<file path="src/assert_macros.svh">
// ----------------------------------------------------------------------------
// Assertion macros
// Shared concurrent assertion forms, clocked on clk, disabled while in reset.
// ----------------------------------------------------------------------------
`ifndef ASSERT_MACROS_SVH
`define ASSERT_MACROS_SVH

// A property that must hold at every clock edge outside reset.
`define QCPP_ASSERT(label, prop, msg) \
  label: assert property (@(posedge clk) disable iff (!rst_n) (prop)) else $error(msg);

// When the antecedent holds, the consequent must hold at the next clock edge.
`define QCPP_ASSERT_NEXT(label, ante, cons, msg) \
  label: assert property (@(posedge clk) disable iff (!rst_n) (ante) |=> (cons)) \
    else $error(msg);

`endif

</file>
<file path="src/qcpp_pkg.sv">
// ----------------------------------------------------------------------------
// Quoted coordinate pair parser package
// Character codes, fixed-point scaling constants and shared transaction types.
// ----------------------------------------------------------------------------
package qcpp_pkg;

  // Character codes recognized by the parser.
  localparam logic [7:0] CHAR_X     = 8'h78;
  localparam logic [7:0] CHAR_EQ    = 8'h3D;
  localparam logic [7:0] CHAR_QUOTE = 8'h22;
  localparam logic [7:0] CHAR_DOT   = 8'h2E;
  localparam logic [7:0] CHAR_ZERO  = 8'h30;
  localparam logic [7:0] CHAR_NINE  = 8'h39;

  // Fixed-point format: values are scaled by ten to the FRAC_DIGITS.
  localparam int FRAC_DIGITS = 4;
  localparam int FRAC_W      = 3;
  localparam int VALUE_W     = 32;
  localparam int POW_W       = 24;
  localparam int TERM_W      = 28;

  // One input transaction: a text byte and its end-of-line mark.
  typedef struct packed {
    logic [7:0] text_byte;
    logic       line_end;
  } in_item_t;

  // One result transaction.
  typedef struct packed {
    logic               found;
    logic [VALUE_W-1:0] x_value;
    logic [VALUE_W-1:0] y_value;
  } out_item_t;

  // Contents of the input register.
  typedef struct packed {
    logic     valid;
    in_item_t item;
  } stage_t;

  // Result produced by the parser for the byte it consumes.
  typedef struct packed {
    logic      valid;
    out_item_t item;
  } result_t;

  // Powers of ten used as digit weights.
  function automatic logic [POW_W-1:0] pow10_f(input logic [FRAC_W-1:0] n);
    logic [POW_W-1:0] p;
    case (n)
      3'd0:    p = POW_W'(1);
      3'd1:    p = POW_W'(10);
      3'd2:    p = POW_W'(100);
      3'd3:    p = POW_W'(1000);
      3'd4:    p = POW_W'(10000);
      3'd5:    p = POW_W'(100000);
      3'd6:    p = POW_W'(1000000);
      default: p = '0;
    endcase
    return p;
  endfunction

endpackage

</file>
<file path="src/qcpp_in_if.sv">
// ----------------------------------------------------------------------------
// Input channel interface
// Valid/ready channel carrying one text byte and its end-of-line mark.
// ----------------------------------------------------------------------------
interface qcpp_in_if;
  logic       valid;
  logic       ready;
  logic [7:0] text_byte;
  logic       line_end;

  modport source (output valid, output text_byte, output line_end, input ready);
  modport sink   (input valid, input text_byte, input line_end, output ready);
endinterface

</file>
<file path="src/qcpp_out_if.sv">
// ----------------------------------------------------------------------------
// Result channel interface
// Valid/ready channel carrying the found flag and the coordinate pair.
// ----------------------------------------------------------------------------
interface qcpp_out_if;
  logic        valid;
  logic        ready;
  logic        found;
  logic [31:0] x_value;
  logic [31:0] y_value;

  modport source (output valid, output found, output x_value, output y_value,
                  input ready);
  modport sink   (input valid, input found, input x_value, input y_value,
                  output ready);
endinterface

</file>
<file path="src/qcpp_in_reg.sv">
// ----------------------------------------------------------------------------
// Input register
// Captures one input transaction and holds it until the parser consumes it.
// ----------------------------------------------------------------------------
module qcpp_in_reg (
  input  logic              clk,
  input  logic              rst_n,
  qcpp_in_if.sink           in_if,
  input  logic              out_free,
  output qcpp_pkg::stage_t  stage
);

  logic                 valid_r;
  logic                 valid_nxt;
  qcpp_pkg::in_item_t   item_r;
  logic                 take;

  // The held byte is consumed whenever the result register can take its result.
  assign take        = valid_r && out_free;
  assign in_if.ready = !valid_r || out_free;

  // Valid tracking: fill on accept, drain on consume.
  always_comb begin
    valid_nxt = valid_r;
    if (in_if.valid && in_if.ready) begin
      valid_nxt = 1'b1;
    end else if (take) begin
      valid_nxt = 1'b0;
    end
  end

  always_ff @(posedge clk) begin
    if (!rst_n) begin
      valid_r <= 1'b0;
    end else begin
      valid_r <= valid_nxt;
    end
  end

  // Payload capture needs no reset.
  always_ff @(posedge clk) begin
    if (in_if.valid && in_if.ready) begin
      item_r.text_byte <= in_if.text_byte;
      item_r.line_end  <= in_if.line_end;
    end
  end

  assign stage.valid = valid_r;
  assign stage.item  = item_r;

endmodule

</file>
<file path="src/qcpp_parse.sv">
// ----------------------------------------------------------------------------
// Parser core
// Per-line parse state and its update for one consumed byte.
// ----------------------------------------------------------------------------
module qcpp_parse #(
  parameter int FRAC_DIGITS = qcpp_pkg::FRAC_DIGITS
) (
  input  logic              clk,
  input  logic              rst_n,
  input  qcpp_pkg::stage_t  stage,
  input  logic              take,
  output qcpp_pkg::result_t result
);

  typedef struct packed {
    logic [7:0]                    prev_char;
    logic                          armed;
    logic                          inside_quotes;
    logic [1:0]                    buffer_fill;
    logic                          in_fraction;
    logic [qcpp_pkg::FRAC_W-1:0]   frac_digits;
    logic [qcpp_pkg::VALUE_W-1:0]  accum;
    logic [qcpp_pkg::VALUE_W-1:0]  first_value;
    logic [1:0]                    values_found;
    logic                          pair_emitted;
  } parse_state_t;

  parse_state_t st_r;
  parse_state_t st_nxt;

  logic [7:0]                         c;
  logic                               is_quote;
  logic                               is_digit;
  logic                               quoted;
  logic [3:0]                         digit;
  logic [qcpp_pkg::FRAC_W-1:0]        frac_idx;
  logic [qcpp_pkg::TERM_W-1:0]        int_term;
  logic [qcpp_pkg::TERM_W-1:0]        frac_term;
  logic [qcpp_pkg::VALUE_W+4:0]       int_sum;
  logic [qcpp_pkg::VALUE_W:0]         frac_sum;
  logic [qcpp_pkg::VALUE_W-1:0]       int_acc;
  logic [qcpp_pkg::VALUE_W-1:0]       frac_acc;

  assign c        = stage.item.text_byte;
  assign is_quote = (c == qcpp_pkg::CHAR_QUOTE);
  assign digit    = 4'(c - qcpp_pkg::CHAR_ZERO);
  assign frac_idx = qcpp_pkg::FRAC_W'(FRAC_DIGITS - 1) - st_r.frac_digits;

  always_comb begin
    is_digit = c inside {[qcpp_pkg::CHAR_ZERO:qcpp_pkg::CHAR_NINE]};
  end

  // Integer digit: accum * 10 + digit * 10^FRAC_DIGITS, saturating.
  assign int_term = qcpp_pkg::TERM_W'(digit) *
                    qcpp_pkg::TERM_W'(qcpp_pkg::pow10_f(
                      qcpp_pkg::FRAC_W'(FRAC_DIGITS)));
  assign int_sum  = (qcpp_pkg::VALUE_W+5)'({st_r.accum, 3'b000}) +
                    (qcpp_pkg::VALUE_W+5)'({st_r.accum, 1'b0}) +
                    (qcpp_pkg::VALUE_W+5)'(int_term);
  assign int_acc  = (|int_sum[qcpp_pkg::VALUE_W+4:qcpp_pkg::VALUE_W]) ?
                    '1 : int_sum[qcpp_pkg::VALUE_W-1:0];

  // Fraction digit: accum + digit * 10^(remaining places - 1), saturating.
  assign frac_term = qcpp_pkg::TERM_W'(digit) *
                     qcpp_pkg::TERM_W'(qcpp_pkg::pow10_f(frac_idx));
  assign frac_sum  = (qcpp_pkg::VALUE_W+1)'(st_r.accum) +
                     (qcpp_pkg::VALUE_W+1)'(frac_term);
  assign frac_acc  = frac_sum[qcpp_pkg::VALUE_W] ? '1 : frac_sum[qcpp_pkg::VALUE_W-1:0];

  // Next state and result for the byte in the input register.
  always_comb begin
    st_nxt       = st_r;
    result.valid = 1'b0;
    result.item  = '0;
    quoted       = st_r.inside_quotes ^ is_quote;

    if (!st_r.pair_emitted) begin
      if (!st_r.armed) begin
        // Look for the two-character sequence x= to arm.
        if (st_r.prev_char == qcpp_pkg::CHAR_X && c == qcpp_pkg::CHAR_EQ) begin
          st_nxt.armed = 1'b1;
        end
        st_nxt.prev_char = c;
      end else begin
        st_nxt.inside_quotes = quoted;
        if (quoted) begin
          if (st_r.buffer_fill < 2'd2) begin
            st_nxt.buffer_fill = st_r.buffer_fill + 2'd1;
          end
          if (is_quote) begin
            // An opening quote starts a fresh value.
            st_nxt.accum       = '0;
            st_nxt.in_fraction = 1'b0;
            st_nxt.frac_digits = '0;
          end else if (c == qcpp_pkg::CHAR_DOT) begin
            st_nxt.in_fraction = 1'b1;
          end else if (is_digit) begin
            if (!st_r.in_fraction) begin
              st_nxt.accum = int_acc;
            end else if (st_r.frac_digits < qcpp_pkg::FRAC_W'(FRAC_DIGITS)) begin
              st_nxt.accum       = frac_acc;
              st_nxt.frac_digits = st_r.frac_digits + qcpp_pkg::FRAC_W'(1);
            end
          end
        end else if (st_r.buffer_fill > 2'd1) begin
          // A string just closed: store it, and a second one completes the pair.
          st_nxt.buffer_fill = 2'd1;
          if (st_r.values_found == 2'd0) begin
            st_nxt.first_value  = st_r.accum;
            st_nxt.values_found = 2'd1;
          end else begin
            st_nxt.values_found = 2'd2;
            st_nxt.pair_emitted = 1'b1;
            result.valid        = 1'b1;
            result.item.found   = 1'b1;
            result.item.x_value = st_r.first_value;
            result.item.y_value = st_r.accum;
          end
        end
      end
    end

    // End of line: report a miss if no pair was given, then start over.
    if (stage.item.line_end) begin
      if (!st_nxt.pair_emitted) begin
        result.valid = 1'b1;
        result.item  = '0;
      end
      st_nxt = '0;
    end

    if (!stage.valid) begin
      result.valid = 1'b0;
    end
  end

  always_ff @(posedge clk) begin
    if (!rst_n) begin
      st_r <= '0;
    end else if (take) begin
      st_r <= st_nxt;
    end
  end

endmodule

</file>
<file path="src/qcpp_out_reg.sv">
// ----------------------------------------------------------------------------
// Result register
// Holds one result transaction on the output channel until it is taken.
// ----------------------------------------------------------------------------
module qcpp_out_reg (
  input  logic               clk,
  input  logic               rst_n,
  input  qcpp_pkg::result_t  result,
  input  logic               take,
  qcpp_out_if.source         out_if,
  output logic               out_free
);

  logic                 valid_r;
  logic                 valid_nxt;
  qcpp_pkg::out_item_t  item_r;
  logic                 load;

  assign out_free = !valid_r || out_if.ready;
  assign load     = take && result.valid;

  // Valid tracking: set on load, clear once the transaction is taken.
  always_comb begin
    valid_nxt = valid_r;
    if (load) begin
      valid_nxt = 1'b1;
    end else if (out_if.ready) begin
      valid_nxt = 1'b0;
    end
  end

  always_ff @(posedge clk) begin
    if (!rst_n) begin
      valid_r <= 1'b0;
    end else begin
      valid_r <= valid_nxt;
    end
  end

  always_ff @(posedge clk) begin
    if (load) begin
      item_r <= result.item;
    end
  end

  assign out_if.valid   = valid_r;
  assign out_if.found   = item_r.found;
  assign out_if.x_value = item_r.x_value;
  assign out_if.y_value = item_r.y_value;

endmodule

</file>
<file path="src/quoted_coordinate_pair_parser_core.sv">
// ----------------------------------------------------------------------------
// Quoted coordinate pair parser
// Takes one text byte per transaction and, per line, reports the two quoted
// values that follow an x= marker as unsigned numbers scaled by
// 10^FRAC_DIGITS (four places by default) and saturating at 32 bits. The pair
// is reported on the byte that closes the second quoted string; a line
// without a pair reports found clear on its last byte. The block accepts one
// byte every cycle: a byte is held in the input register, the parser updates
// its line state from it as the byte is consumed, and any result goes to the
// output register. Throughput drops only while the output register holds a
// result that the sink has not taken.
// ----------------------------------------------------------------------------
`include "assert_macros.svh"

module quoted_coordinate_pair_parser_core #(
  parameter int FRAC_DIGITS = qcpp_pkg::FRAC_DIGITS
) (
  input  logic        clk,
  input  logic        rst_n,
  qcpp_in_if.sink     in_if,
  qcpp_out_if.source  out_if
);

  qcpp_pkg::stage_t   stage;
  qcpp_pkg::result_t  result;
  logic               out_free;
  logic               take;
  logic               out_miss;
  logic               out_zero;
  logic               mid_line_result;

  // The parser consumes the held byte when the result register has room.
  assign take = stage.valid && out_free;

  qcpp_in_reg u_in_reg (
    .clk      (clk),
    .rst_n    (rst_n),
    .in_if    (in_if),
    .out_free (out_free),
    .stage    (stage)
  );

  qcpp_parse #(
    .FRAC_DIGITS (FRAC_DIGITS)
  ) u_parse (
    .clk    (clk),
    .rst_n  (rst_n),
    .stage  (stage),
    .take   (take),
    .result (result)
  );

  qcpp_out_reg u_out_reg (
    .clk      (clk),
    .rst_n    (rst_n),
    .result   (result),
    .take     (take),
    .out_if   (out_if),
    .out_free (out_free)
  );

  // Conditions watched by the checks below.
  assign out_miss        = out_if.valid && !out_if.found;
  assign out_zero        = (out_if.x_value == 32'd0) && (out_if.y_value == 32'd0);
  assign mid_line_result = result.valid && !stage.item.line_end;

  // Checks on the internal flow.
  `QCPP_ASSERT(a_miss_is_zero, !out_miss || out_zero, "miss result carries nonzero values")
  `QCPP_ASSERT(a_stall_needs_item, in_if.ready || stage.valid, "input stalled while empty")
  `QCPP_ASSERT_NEXT(a_result_loaded, take && result.valid, out_if.valid, "result not presented")
  `QCPP_ASSERT(a_mid_line_found, !mid_line_result || result.item.found, "mid-line miss")

endmodule

</file>
<file path="src/flat_wrapper.sv">
// flat-port wrapper written by rule: the top's interface ports become plain ports
module quoted_coordinate_pair_parser_core_flat 
#(
  parameter int FRAC_DIGITS = qcpp_pkg::FRAC_DIGITS
)
  (clk, rst_n, in_if_valid, in_if_text_byte, in_if_line_end, in_if_ready, out_if_valid, out_if_found, out_if_x_value, out_if_y_value, out_if_ready);
  qcpp_in_if in_if_i ();
  qcpp_out_if out_if_i ();
  input  logic clk;
  input  logic rst_n;
  input wire logic [$bits(in_if_i.valid)-1:0] in_if_valid;
  input wire logic [$bits(in_if_i.text_byte)-1:0] in_if_text_byte;
  input wire logic [$bits(in_if_i.line_end)-1:0] in_if_line_end;
  output wire logic [$bits(in_if_i.ready)-1:0] in_if_ready;
  output wire logic [$bits(out_if_i.valid)-1:0] out_if_valid;
  output wire logic [$bits(out_if_i.found)-1:0] out_if_found;
  output wire logic [$bits(out_if_i.x_value)-1:0] out_if_x_value;
  output wire logic [$bits(out_if_i.y_value)-1:0] out_if_y_value;
  input wire logic [$bits(out_if_i.ready)-1:0] out_if_ready;
  assign in_if_i.valid = in_if_valid;
  assign in_if_i.text_byte = in_if_text_byte;
  assign in_if_i.line_end = in_if_line_end;
  assign in_if_ready = in_if_i.ready;
  assign out_if_valid = out_if_i.valid;
  assign out_if_found = out_if_i.found;
  assign out_if_x_value = out_if_i.x_value;
  assign out_if_y_value = out_if_i.y_value;
  assign out_if_i.ready = out_if_ready;
  quoted_coordinate_pair_parser_core #(.FRAC_DIGITS(FRAC_DIGITS)) u_core (.clk(clk), .rst_n(rst_n), .in_if(in_if_i), .out_if(out_if_i));
endmodule
</file>
<file path="config.mk">
export PLATFORM = sky130hd
export DESIGN_NAME = quoted_coordinate_pair_parser_core_flat
export DESIGN_NICKNAME = d
export VERILOG_FILES = /design/src/qcpp_pkg.sv /design/src/qcpp_in_if.sv /design/src/qcpp_out_if.sv /design/src/qcpp_in_reg.sv /design/src/qcpp_parse.sv /design/src/qcpp_out_reg.sv /design/src/quoted_coordinate_pair_parser_core.sv /design/src/flat_wrapper.sv
export VERILOG_INCLUDE_DIRS = /design/src /design/src/src
export SDC_FILE = /design/constraint.sdc
export NUM_CORES = 1
export LEC_CHECK = 0
export ABC_AREA = 0
export BUFFER_PORTS_ARGS = -buffer_cell sky130_fd_sc_hd__buf_2
export CAP_MARGIN = 20
export CORE_MARGIN = 2
export CORE_UTILIZATION = 50
export DETAILED_ROUTE_END_ITERATION = 7
export GPL_TIMING_DRIVEN = 0
export PLACE_DENSITY_LB_ADDON = 0.25
export SLEW_MARGIN = 20
export SYNTH_ARGS = -nofsm -noshare
export SYNTH_HDL_FRONTEND = slang
export SYNTH_SLANG_ARGS = --single-unit
</file>
<file path="constraint.sdc">
create_clock -name clk -period 7.4 [get_ports clk]
set_input_delay 0 -clock clk [delete_from_list [all_inputs] [get_ports clk]]
set_output_delay 0 -clock clk [all_outputs]
set_load 0.02 [all_outputs]
</file>
# Yosys cells after proc, flatten, opt, wreduce, memory -nomap -nowiden
# Index checks and enable logic that the tools add are counted.
# W data, S select, Z words.
# op_classes
n_addsub	7
mul	2
div	0
n_lt_le_gt_ge	5
n_eq_ne	16
shift	0
n_mux	36
n_bitwise	1
reduce_logical	32
# ops
cell	count
$mux W66	7
$mux W35	5
$mux W83	2
$pmux W20 S7	1
$mux W32	4
$mux W74	1
$mux W36	2
$add A36 B18 Y37	1
$add A35 B33 Y36	1
$add A32 B28 Y33	1
$mul A4 B24 Y28	1
$eq A8 B6 Y1 const B	3
$reduce_and A5 Y1	3
$reduce_bool A3 Y1	5
$mul A4 B10 Y14 const B	1
$reduce_bool A2 Y1	6
$eq A3 B3 Y1 const B	3
$mux W9	1
$eq A8 B7 Y1 const B	1
$ge A8 B6 Y1 const B	1
$le A8 B6 Y1 const B	1
$mux W1	8
$mux W2	4
$reduce_and A8 Y1	1
other kinds (25)	35
# word_totals
reg_bits	159
latchBits	0
ram_bits	0
mem_bits_ro	0
in_bits	13
wordCells	116
memories	0

# Longest topological paths before layout
# Gate-level depths: netlist of the first run.
# logic_depth
ltp_word	19
ltp_mapped	27
depth_no_buf	23

# Hierarchy
# From an unflattened synthesis of the first run, not the netlist that was laid out.
# hier_totals
hier_cells	1386
area_unflattened_um2	12563.3
# modules_own_cells
mod	n_inst	cells_each	area_per_inst_um2	seq_area_each_um2
qcpp_parse	1	1300	10217.3	1661.6
qcpp_out_reg	1	70	2004.4	1971.9
qcpp_in_reg	1	15	335.3	290.3
quoted_coordinate_pair_parser_core	1	1	6.3	0.0

# Least setup slack after synthesis of the first run
# Ideal clock, no wire load.
# synth_timing
kind	register -> register
startpoint	reg u_core.u_in_reg.item_r (netlist bit u_core.u_in_reg.stage[2])
endpoint	reg u_core.u_parse.st_r[41] (netlist name)
setup_ns	0.119
arrival_ns	5.570
required_ns	7.281
path_slack_ns	1.710
path_stages_with_launch	26
n_path_buf	4
synth_period_minus_slack_ns	5.690
path_cell_list	edfxtp_1 > clkbuf_1 > clkinv_1 > fa_1 > inv_1 > ha_1 > ha_1 > a21o_1 > a21oi_1 > o21bai_1 > a21oi_1 > xnor2_1 > fa_1 > ha_1 > clkbuf_1 > a21oi_1 > o21ai_0 > a31o_2 > a21oi_1 > nand4b_1 > o211ai_1 > a211o_1 > buf_6 > buf_6 > nor3_2 > o21ai_1
# synth_between
elab_chain_len	13
elab_cells_between_ends	28
# synth_lines
element	line_no	source
start, declared	qcpp_in_reg.sv:15	qcpp_pkg::in_item_t item_r;
$sub A4 B1 Y4	qcpp_parse.sv:46	assign digit = 4'(c - qcpp_pkg::CHAR_ZERO);
$mul A4 B24 Y28 or $mul A4 B10 Y14 (tied branches)	qcpp_parse.sv:64, qcpp_parse.sv:54	
$add A32 B28 Y33 or $add A36 B18 Y37 (tied branches)	qcpp_parse.sv:66, qcpp_parse.sv:58	
$mux W32 or $reduce_or A5 Y1 (tied branches)	qcpp_parse.sv:68, qcpp_parse.sv:60	
$mux W35 or $mux W32 (tied branches)	qcpp_parse.sv:100, qcpp_parse.sv:60	
$mux W32	qcpp_parse.sv:98	if (!st_r.in_fraction) begin
$mux W35	qcpp_parse.sv:97	end else if (is_digit) begin
$mux W35	qcpp_parse.sv:95	end else if (c == qcpp_pkg::CHAR_DOT) begin
$mux W36	qcpp_parse.sv:90	if (is_quote) begin
$mux W36	qcpp_parse.sv:86	if (quoted) begin
$mux W74	qcpp_parse.sv:78	if (!st_r.armed) begin
$mux W83	qcpp_parse.sv:77	if (!st_r.pair_emitted) begin
$mux W83	qcpp_parse.sv:124	if (stage.item.line_end) begin
end signal, assigned	qcpp_parse.sv:141	st_r <= st_nxt;
end, declared	qcpp_parse.sv:28	parse_state_t st_r;
# Parallel ways exist; a longest one is shown, timed or not. The select of a mux whose other input is x is not followed.
# A chain may end at the register's enable or synchronous reset.

# Worst setup path after layout of the first run
# layout_timing
startpoint	reg u_core.u_in_reg.item_r (netlist bit u_core.u_in_reg.stage[2])
endpoint	reg u_core.u_parse.st_r[66] (netlist name)
# Same word-level chain as after synthesis.

==> run summary, run 1 <==
Prevailing post-synth register cell -> dfxtp_1
Area Overhead vs Synth -> 12.4%
Worst Hold Class -> input pin to flip-flop
Crit Reg-Reg Startpoint -> u_core.u_in_reg.stage[2]
Crit path from -> u_core.u_in_reg.stage[2]
Final Max Tran Viols -> 0
Horiz. Die Dim -> 162 um
Tmin final -> 7040 ps
Reg2reg setup slack -> 360 ps
Worst-Margin Slew -> 800 ps
Post-route ant nets -> 0
Pint -> 1500 uW
Reg-to-Reg End -> u_core.u_parse.st_r[66]
Share of the synthesized area in the top cell type -> 17.8%
Fin nets -> 1677
Overflow after GRT -> 0
Routed len/inst -> 16.8 um
Worst Setup EP -> u_core.u_parse.st_r[66]
Fillcell total -> 2210
Sw power -> 622 uW
Achievable Freq -> 0.142 GHz
TritonCTS clock tree -> built
Clock skew -> 11.1 ps
Routability congestion estimate -> 0.927
Count of flip-flops with a built-in enable after synthesis -> 74
# DRC -> 0
Synth top area cells -> edfxtp_1, dfxtp_1, ha_1
Number of global-route vias before repair -> 9799
Routed via count -> 10047
Syn Inst Count -> 1372
Yosys Warn Count -> 0
Antenna cell count -> 0
Slowest CP cell -> edfxtp_1
Initial antenna violation count -> 0
Worst Path Class, Setup -> flip-flop to flip-flop
Largest net degree at the start of global routing -> 59
Post-synthesis async set-or-reset flop share -> 0%
Core outline area -> 0.0245 mm^2
Clock Power Share -> 41.2%
Clk sink count -> 159
Post-Route WL -> 30.6 mm
Vias per cell -> 5.52
CTS root buf -> clkbuf_16
Worst Path Buf+Inv -> 7
Combinational power share -> 14.9%
#FFs+latches synth -> 159
Top cell type by total area after synthesis -> edfxtp_1
Max stage delay on crit path -> 640 ps
Ports -> 80
Sequential area share after synthesis -> 31.3%
Netlist Area Pre-Place -> 0.0125 mm^2
Setup WS pre-CTS -> 438 ps
PwrDens -> 151 mW/mm^2
Slew headroom -> 46.3%
Worst skew pair latency -> 420 ps
Final-report hold violation count -> 0
Crit share post-route -> 95.2%
Final setup vio count -> 0
Status -> finished clean
Fin Setup TNS -> 0 ps
Worst vdd rail ir drop -> 0.133 mV
DIE HEIGHT -> 162 um
RSZ-0062 raised after global routing -> no
CTS clock-pin slew for the worst setup and hold paths -> 70 ps
Post-DP HPWL -> 24.1 mm
Row count -> 57
Setup ws final -> 357 ps
DRT Pass-1 Iters -> 5
Flop pwr share -> 43.8%
Initial core utilization -> 51.2%
Sw frac -> 29.3%
Total stage count of the critical path -> 23
Arr. time, crit path -> 7340 ps
Leakage -> 0.00620 uW
MaxCap Viol Count -> 0
Initial drt markers -> 517
First-pass GRT wire length -> 50.1 mm
Die area -> 0.0263 mm^2
Syn Nets -> 1566
CP Capture Type -> flip-flop
Share of layout cells above drive strength 1 -> 10.8%
Post-synthesis cell type count -> 70
CP Cell Sequence -> clkbuf_1 -> clkinvlp_4 -> fa_1 -> inv_1 -> ha_1 -> inv_1 -> fa_1 -> inv_1 -> a21oi_1 -> o21bai_1 -> xor2_1 -> fa_1 -> ha_1 -> nand2_1 -> a2111oi_0 -> o21bai_1 -> a21oi_1 -> o2111ai_1 -> o311a_1 -> buf_4 -> buf_6 -> a211oi_1 -> o22ai_1
Gr usage total -> 24.0%
Port bufs -> 79
Worst Path Max Fanout -> 12
WP data required -> 7690 ps
Top delay family on crit path -> adder cells
R2R depth -> 23
TritonCTS Buffers -> 17
Type of origin of the critical path -> flip-flop
H-Tree Depth -> 4
Avg Inst Size Synth -> 9.12 um^2
CTS Buffer Depth -> 2
==> state kept, by name (all words and copies together), names as in the netlist <==
name,flops
u_core.u_in_reg.valid_r,1
u_core.u_out_reg.out_if.x_value,32
u_core.u_out_reg.out_if.found,1
u_core.u_out_reg.out_if.valid,1
u_core.u_parse.st_r,83
u_core.u_out_reg.out_if.y_value,32
u_core.u_in_reg.stage,9
==> worst min-delay path: stages <==
cell	delay (ps)
buf_2	110
clkbuf_1	290
o21a_1	200
==> cell usage after synthesis (13+ instances only) <==
cell type,n
nand4_1,13
nand3_1,29
xor2_1,20
ha_1,113
nor3_2,19
dfxtp_1,85
nor2b_1,47
a21boi_0,14
and2_1,82
o21ai_1,22
and3_1,20
inv_1,129
a21oi_1,77
edfxtp_1,74
nor2_1,64
a22oi_1,34
clkbuf_1,54
fa_1,68
xnor2_1,31
o21ai_0,73
nand2_1,99
nor3_1,30
a21o_1,18
o211ai_1,13
==> placed cells by master (no fill, tap or decap), types with 6 or more instances in the layout <==
cell type	instances
a21oi_1	77
or2_2	6
nor2_1	64
clkbuf_16	17
dfxtp_1	85
o21ai_0	73
o211ai_1	13
nand2_1	99
xnor2_1	31
nor2b_1	47
nand4_1	13
ha_1	113
o21ai_1	22
inv_1	129
o21bai_1	7
xor2_1	20
a22oi_1	34
nand3b_1	6
o21a_1	11
and2_1	82
fa_1	68
clkbuf_1	54
a31oi_1	9
and3_1	20
dlygate4sd3_1	12
nand2b_1	11
a21o_1	18
buf_2	83
buf_6	6
edfxtp_1	74
nor3_2	19
nand3_1	29
a211oi_1	10
a21boi_0	14
nor3_1	30
==> stage by stage <==
step / std cells / area, um^2 / hold WS [ps] / power (uW) / utilization, %
final: 1820 / 14100 / 232 / 2130 / 57.5
after global routing: 1820 / 14100 / 224 / 2220 / 57.5
after CTS: 1820 / 14000 / 208 / 2130 / 57.4
after detailed placement: 1776 / 13400 / 178 / 1260 / 54.6
after global placement: 1775 / 13300 / 177 / 1250 / 54.4
after floorplan: 1372 / 12500 / 98.9 / 1190 / -
==> worst min-delay path by stage <==
stage | startpoint | to | slack, ps | cells after the start
after global routing | rst_n | u_core.u_out_reg.out_if.valid | 220 | 3
after detailed placement | in_if_text_byte[7] | u_core.u_in_reg.stage[8] | 180 | 1
after global placement | in_if_text_byte[4] | u_core.u_in_reg.stage[5] | 180 | 1
after CTS | rst_n | u_core.u_out_reg.out_if.valid | 210 | 3
after floorplan | in_if_line_end | u_core.u_in_reg.stage[0] | 100 | 0
final | rst_n | u_core.u_out_reg.out_if.valid | 230 | 3
==> area by class of cell <==
cell class / count / area (um^2) / share of cell area (%)
Timing Repair Buffer: 92 / 543 / 3.86
Buffer: 66 / 307 / 2.18
Multi-Input combinational cell: 1015 / 7810 / 55.5
Tap cell: 324 / 405 / 2.88
Inverter: 132 / 503 / 3.58
Sequential cell: 159 / 3920 / 27.9
Clock inverter: 14 / 146 / 1.04
Clock buffer: 18 / 429 / 3.05
==> cells by family after synthesis <==
logic type                 after synthesis  synth area share [%]
and+or+nand+nor                        457                  20.1
xor gates and xnor gates                51                  3.57
AOI/OAI and AO/OA                      324                  16.3
buffers and inverters                  198                  6.40
adders and majority gates              181                  22.2
muxes                                    2                 0.160
DFF                                    159                  31.3
==> repair_timing <==
item / 4_1_cts / 5_1_grt
setup buffers: 0 / 0
hold endpoints to repair: 11 / 0
setup endpoints to repair: 0 / 26
hold buffers: 12 / 0
resized for setup: 0 / 4
==> routing by layer <==
metal	up-vias	GRT usage [%]	wire (um)
met5	-	0	0
met4	0	7.68	773
met3	50	3.40	1820
met2	294	38.9	13900
met1	4701	33.3	14200
li1	5002	-	-
==> power groups by stage <==
stage,Combinational (uW),Sequential (uW),Clock (uW)
2_1_floorplan,238,951,0
5_1_grt,360,932,930
6_report,318,932,876
3_3_place_gp,301,952,0
3_5_place_dp,307,951,0
4_1_cts,315,931,888
(Power assumes the default switching activity.)
==> run 2: changes to the inputs <==
Settings changed: HOLD_SLACK_MARGIN from default to 0.06.
Clock period 7.4 ns to 8.9 ns, I/O delays scaled along.
==> run 2 against run 1 <==
Clock power shrank 17%. Flip-flop and latch count is the same. Largest cell class unchanged. Global-route usage is the same. Total power shrank 17%. Combinational power shrank 17%. Clock skew is essentially flat.
==> run summary, run 2 (synthesized netlist as in run 1, its figures left out) <==
Status -> finished clean
CTS root buf -> clkbuf_16
Worst vdd rail ir drop -> 0.111 mV (-16%)
Routed via count -> 10047 (unchanged)
Type of origin of the critical path -> flip-flop
Overflow after GRT -> 0 (unchanged)
Largest net degree at the start of global routing -> 59 (unchanged)
# DRC -> 0 (unchanged)
H-Tree Depth -> 4 (unchanged)
Tmin final -> 7150 ps (+110 ps)
RSZ-0062 raised after global routing -> no
Max stage delay on crit path -> 680 ps (+40 ps)
Crit Reg-Reg Startpoint -> u_core.u_in_reg.stage[2]
Clk sink count -> 159 (unchanged)
Final setup vio count -> 0 (unchanged)
DRT Pass-1 Iters -> 5 (unchanged)
Crit share post-route -> 80.4% (-15 points)
Initial drt markers -> 533 (+3.1%)
Met1 Wirelength -> 14.2 mm (+0.29%)
Port bufs -> 79 (unchanged)
Worst Path Buf+Inv -> 7 (unchanged)
Vias per cell -> 5.52 (unchanged)
Antenna cell count -> 0 (unchanged)
Worst Path Class, Setup -> flip-flop to flip-flop
Post-DP HPWL -> 24.1 mm (unchanged)
Met2 Wirelength -> 13.9 mm (+0.40%)
R2R depth -> 23 (unchanged)
Leakage -> 0.00620 uW (about the same)
DR top layer -> met4
PwrDens -> 126 mW/mm^2 (-17%)
Hold Path Origin -> rst_n
Final Max Tran Viols -> 0 (unchanged)
Most frequent cells in the layout -> inv_1, ha_1, nand2_1
Final-report hold violation count -> 0 (unchanged)
Row count -> 57 (unchanged)
Arr. time, crit path -> 7450 ps (+110 ps)
Die area -> 0.0263 mm^2 (unchanged)
Clock skew -> 11.3 ps (+0.180 ps)
Ports -> 80 (unchanged)
Worst Hold Path EP -> u_core.u_out_reg.out_if.valid
Most common cell after layout, fill and taps aside -> inv_1
Reg-to-Reg End -> u_core.u_parse.st_r[66]
Worst Path Max Fanout -> 12 (unchanged)
Achievable Freq -> 0.140 GHz (-1.5%)
Post-Route WL -> 30.6 mm (+0.13%)
Top delay family on crit path -> adder cells
TritonCTS clock tree -> built
First-pass GRT wire length -> 50.1 mm (unchanged)
Fin nets -> 1677 (unchanged)
Max reg flops -> 83 (unchanged)
WHS Path Cells -> 3 (unchanged)
CP Capture Type -> flip-flop
Slowest CP cell -> fa_1
Slew headroom -> 45.8% (-0.46 points)
Number of global-route vias before repair -> 9799 (unchanged)
WP data required -> 9200 ps (+1510 ps)
TritonCTS Buffers -> 17 (unchanged)
Non-filler cells, final -> 1820 (unchanged)
Crit path from -> u_core.u_in_reg.stage[2]
Biggest register -> u_core.u_parse.st_r
Initial core utilization -> 51.2% (unchanged)
Post-route ant nets -> 0 (unchanged)
Reg2reg setup slack -> 1750 ps (+1390 ps)
Design Power -> 1770 uW (-17%)
Worst Hold Class -> input pin to flip-flop
DIE HEIGHT -> 162 um (unchanged)
Post-Place Cells -> 1776 (unchanged)
Gr usage total -> 24.0% (unchanged)
Area Overhead vs Synth -> 12.3% (about the same)
Share of layout cells above drive strength 1 -> 10.6% (-0.20 points)
Fin Setup TNS -> 0 ps (unchanged)
CTS Buffer Depth -> 2 (unchanged)
Core outline area -> 0.0245 mm^2 (unchanged)
Routed len/inst -> 16.8 um (+0.13%)
Worst skew pair latency -> 430 ps (about the same)
Initial antenna violation count -> 0 (unchanged)
MaxCap Viol Count -> 0 (unchanged)
Horiz. Die Dim -> 162 um (unchanged)
Worst-Margin Slew -> 807 ps (+6.86 ps)
Routability congestion estimate -> 0.927 (unchanged)
CTS resizes -> 0 (unchanged)
CP Cell Sequence -> clkbuf_1 -> clkinv_1 -> fa_1 -> inv_1 -> ha_1 -> inv_1 -> fa_1 -> inv_1 -> a21oi_1 -> o21bai_1 -> xor2_1 -> fa_1 -> ha_1 -> nand2_1 -> a2111oi_0 -> o21bai_1 -> a21oi_1 -> o2111ai_1 -> o311a_1 -> buf_4 -> buf_6 -> a211oi_1 -> o22ai_1
CTS clock-pin slew for the worst setup and hold paths -> 70 ps (about the same)
Met3 wire length -> 1.81 mm (-0.44%)
## run 2: cell types whose count changed in the layout (fill, tap and decap cells not counted), sizes merged
| cell | before | now |
|---|---|---|
| clkinvlp | 3 | 1 |
| clkinv | 5 | 7 |
## run 2: what timing repair did
action                     in CTS  in global routing
setup endpoints to repair       0                  0
hold buffers                   12                  0
hold endpoints to repair       11                  0
buffers inserted                0                  0
## run 2: worst register-to-register path, delay by kind of cell, from the launching register on
kind	cells	cell delay (ps)
adder cells (fa/ha/maj)	5	2300
buffers and inverters	7	1540
AND/OR/NAND/NOR	1	110
flip-flops	1	630
AO/OA/AOI/OAI	9	2220
XOR/XNOR	1	230
## run 2: metal layers
layer	vias to the layer above	track usage [%]
met3	45	3.40
met5	-	0
met4	0	7.68
li1	5007	-
met1	4702	33.3
met2	293	38.9
## run 2: worst max path at each step
stage	slack, ps	cells past startpoint	endpoint
after global placement	1900	23	u_core.u_parse.st_r[66]
final	1750	23	u_core.u_parse.st_r[66]
after global routing	1400	23	u_core.u_parse.st_r[66]
after detailed placement	1940	23	u_core.u_parse.st_r[66]
after CTS	1890	23	u_core.u_parse.st_r[66]
after floorplan	3210	25	u_core.u_parse.st_r[41]
## run 2: report_power, final
group          internal (uW)  switching, uW
clock network            375            353
registers                767           7.33
logic                    108            156
total                   1250            517
## run 2: final cells by class
class	count	area (um^2)
well taps	324	405
flip-flops and latches	159	3920
clock buffers	18	429
multi-input cells	1015	7810
clock inverters	14	146
inverters	132	495
plain buffers	66	305
fillers	2212	10400
repair buffers	92	543
## run 2: per-stage QoR
| stage | hold slack [ps] | utilization, % | area [um^2] | worst slack [ps] |
|---|---|---|---|---|
| 5_1_grt | 224 | 57.5 | 14100 | 1400 |
| 6_report | 218 | 57.5 | 14100 | 1750 |
| 2_1_floorplan | 98.9 | - | 12500 | 3210 |
| 3_5_place_dp | 178 | 54.6 | 13400 | 1940 |
| 3_3_place_gp | 177 | 54.4 | 13300 | 1900 |
| 4_1_cts | 208 | 57.4 | 14000 | 1890 |
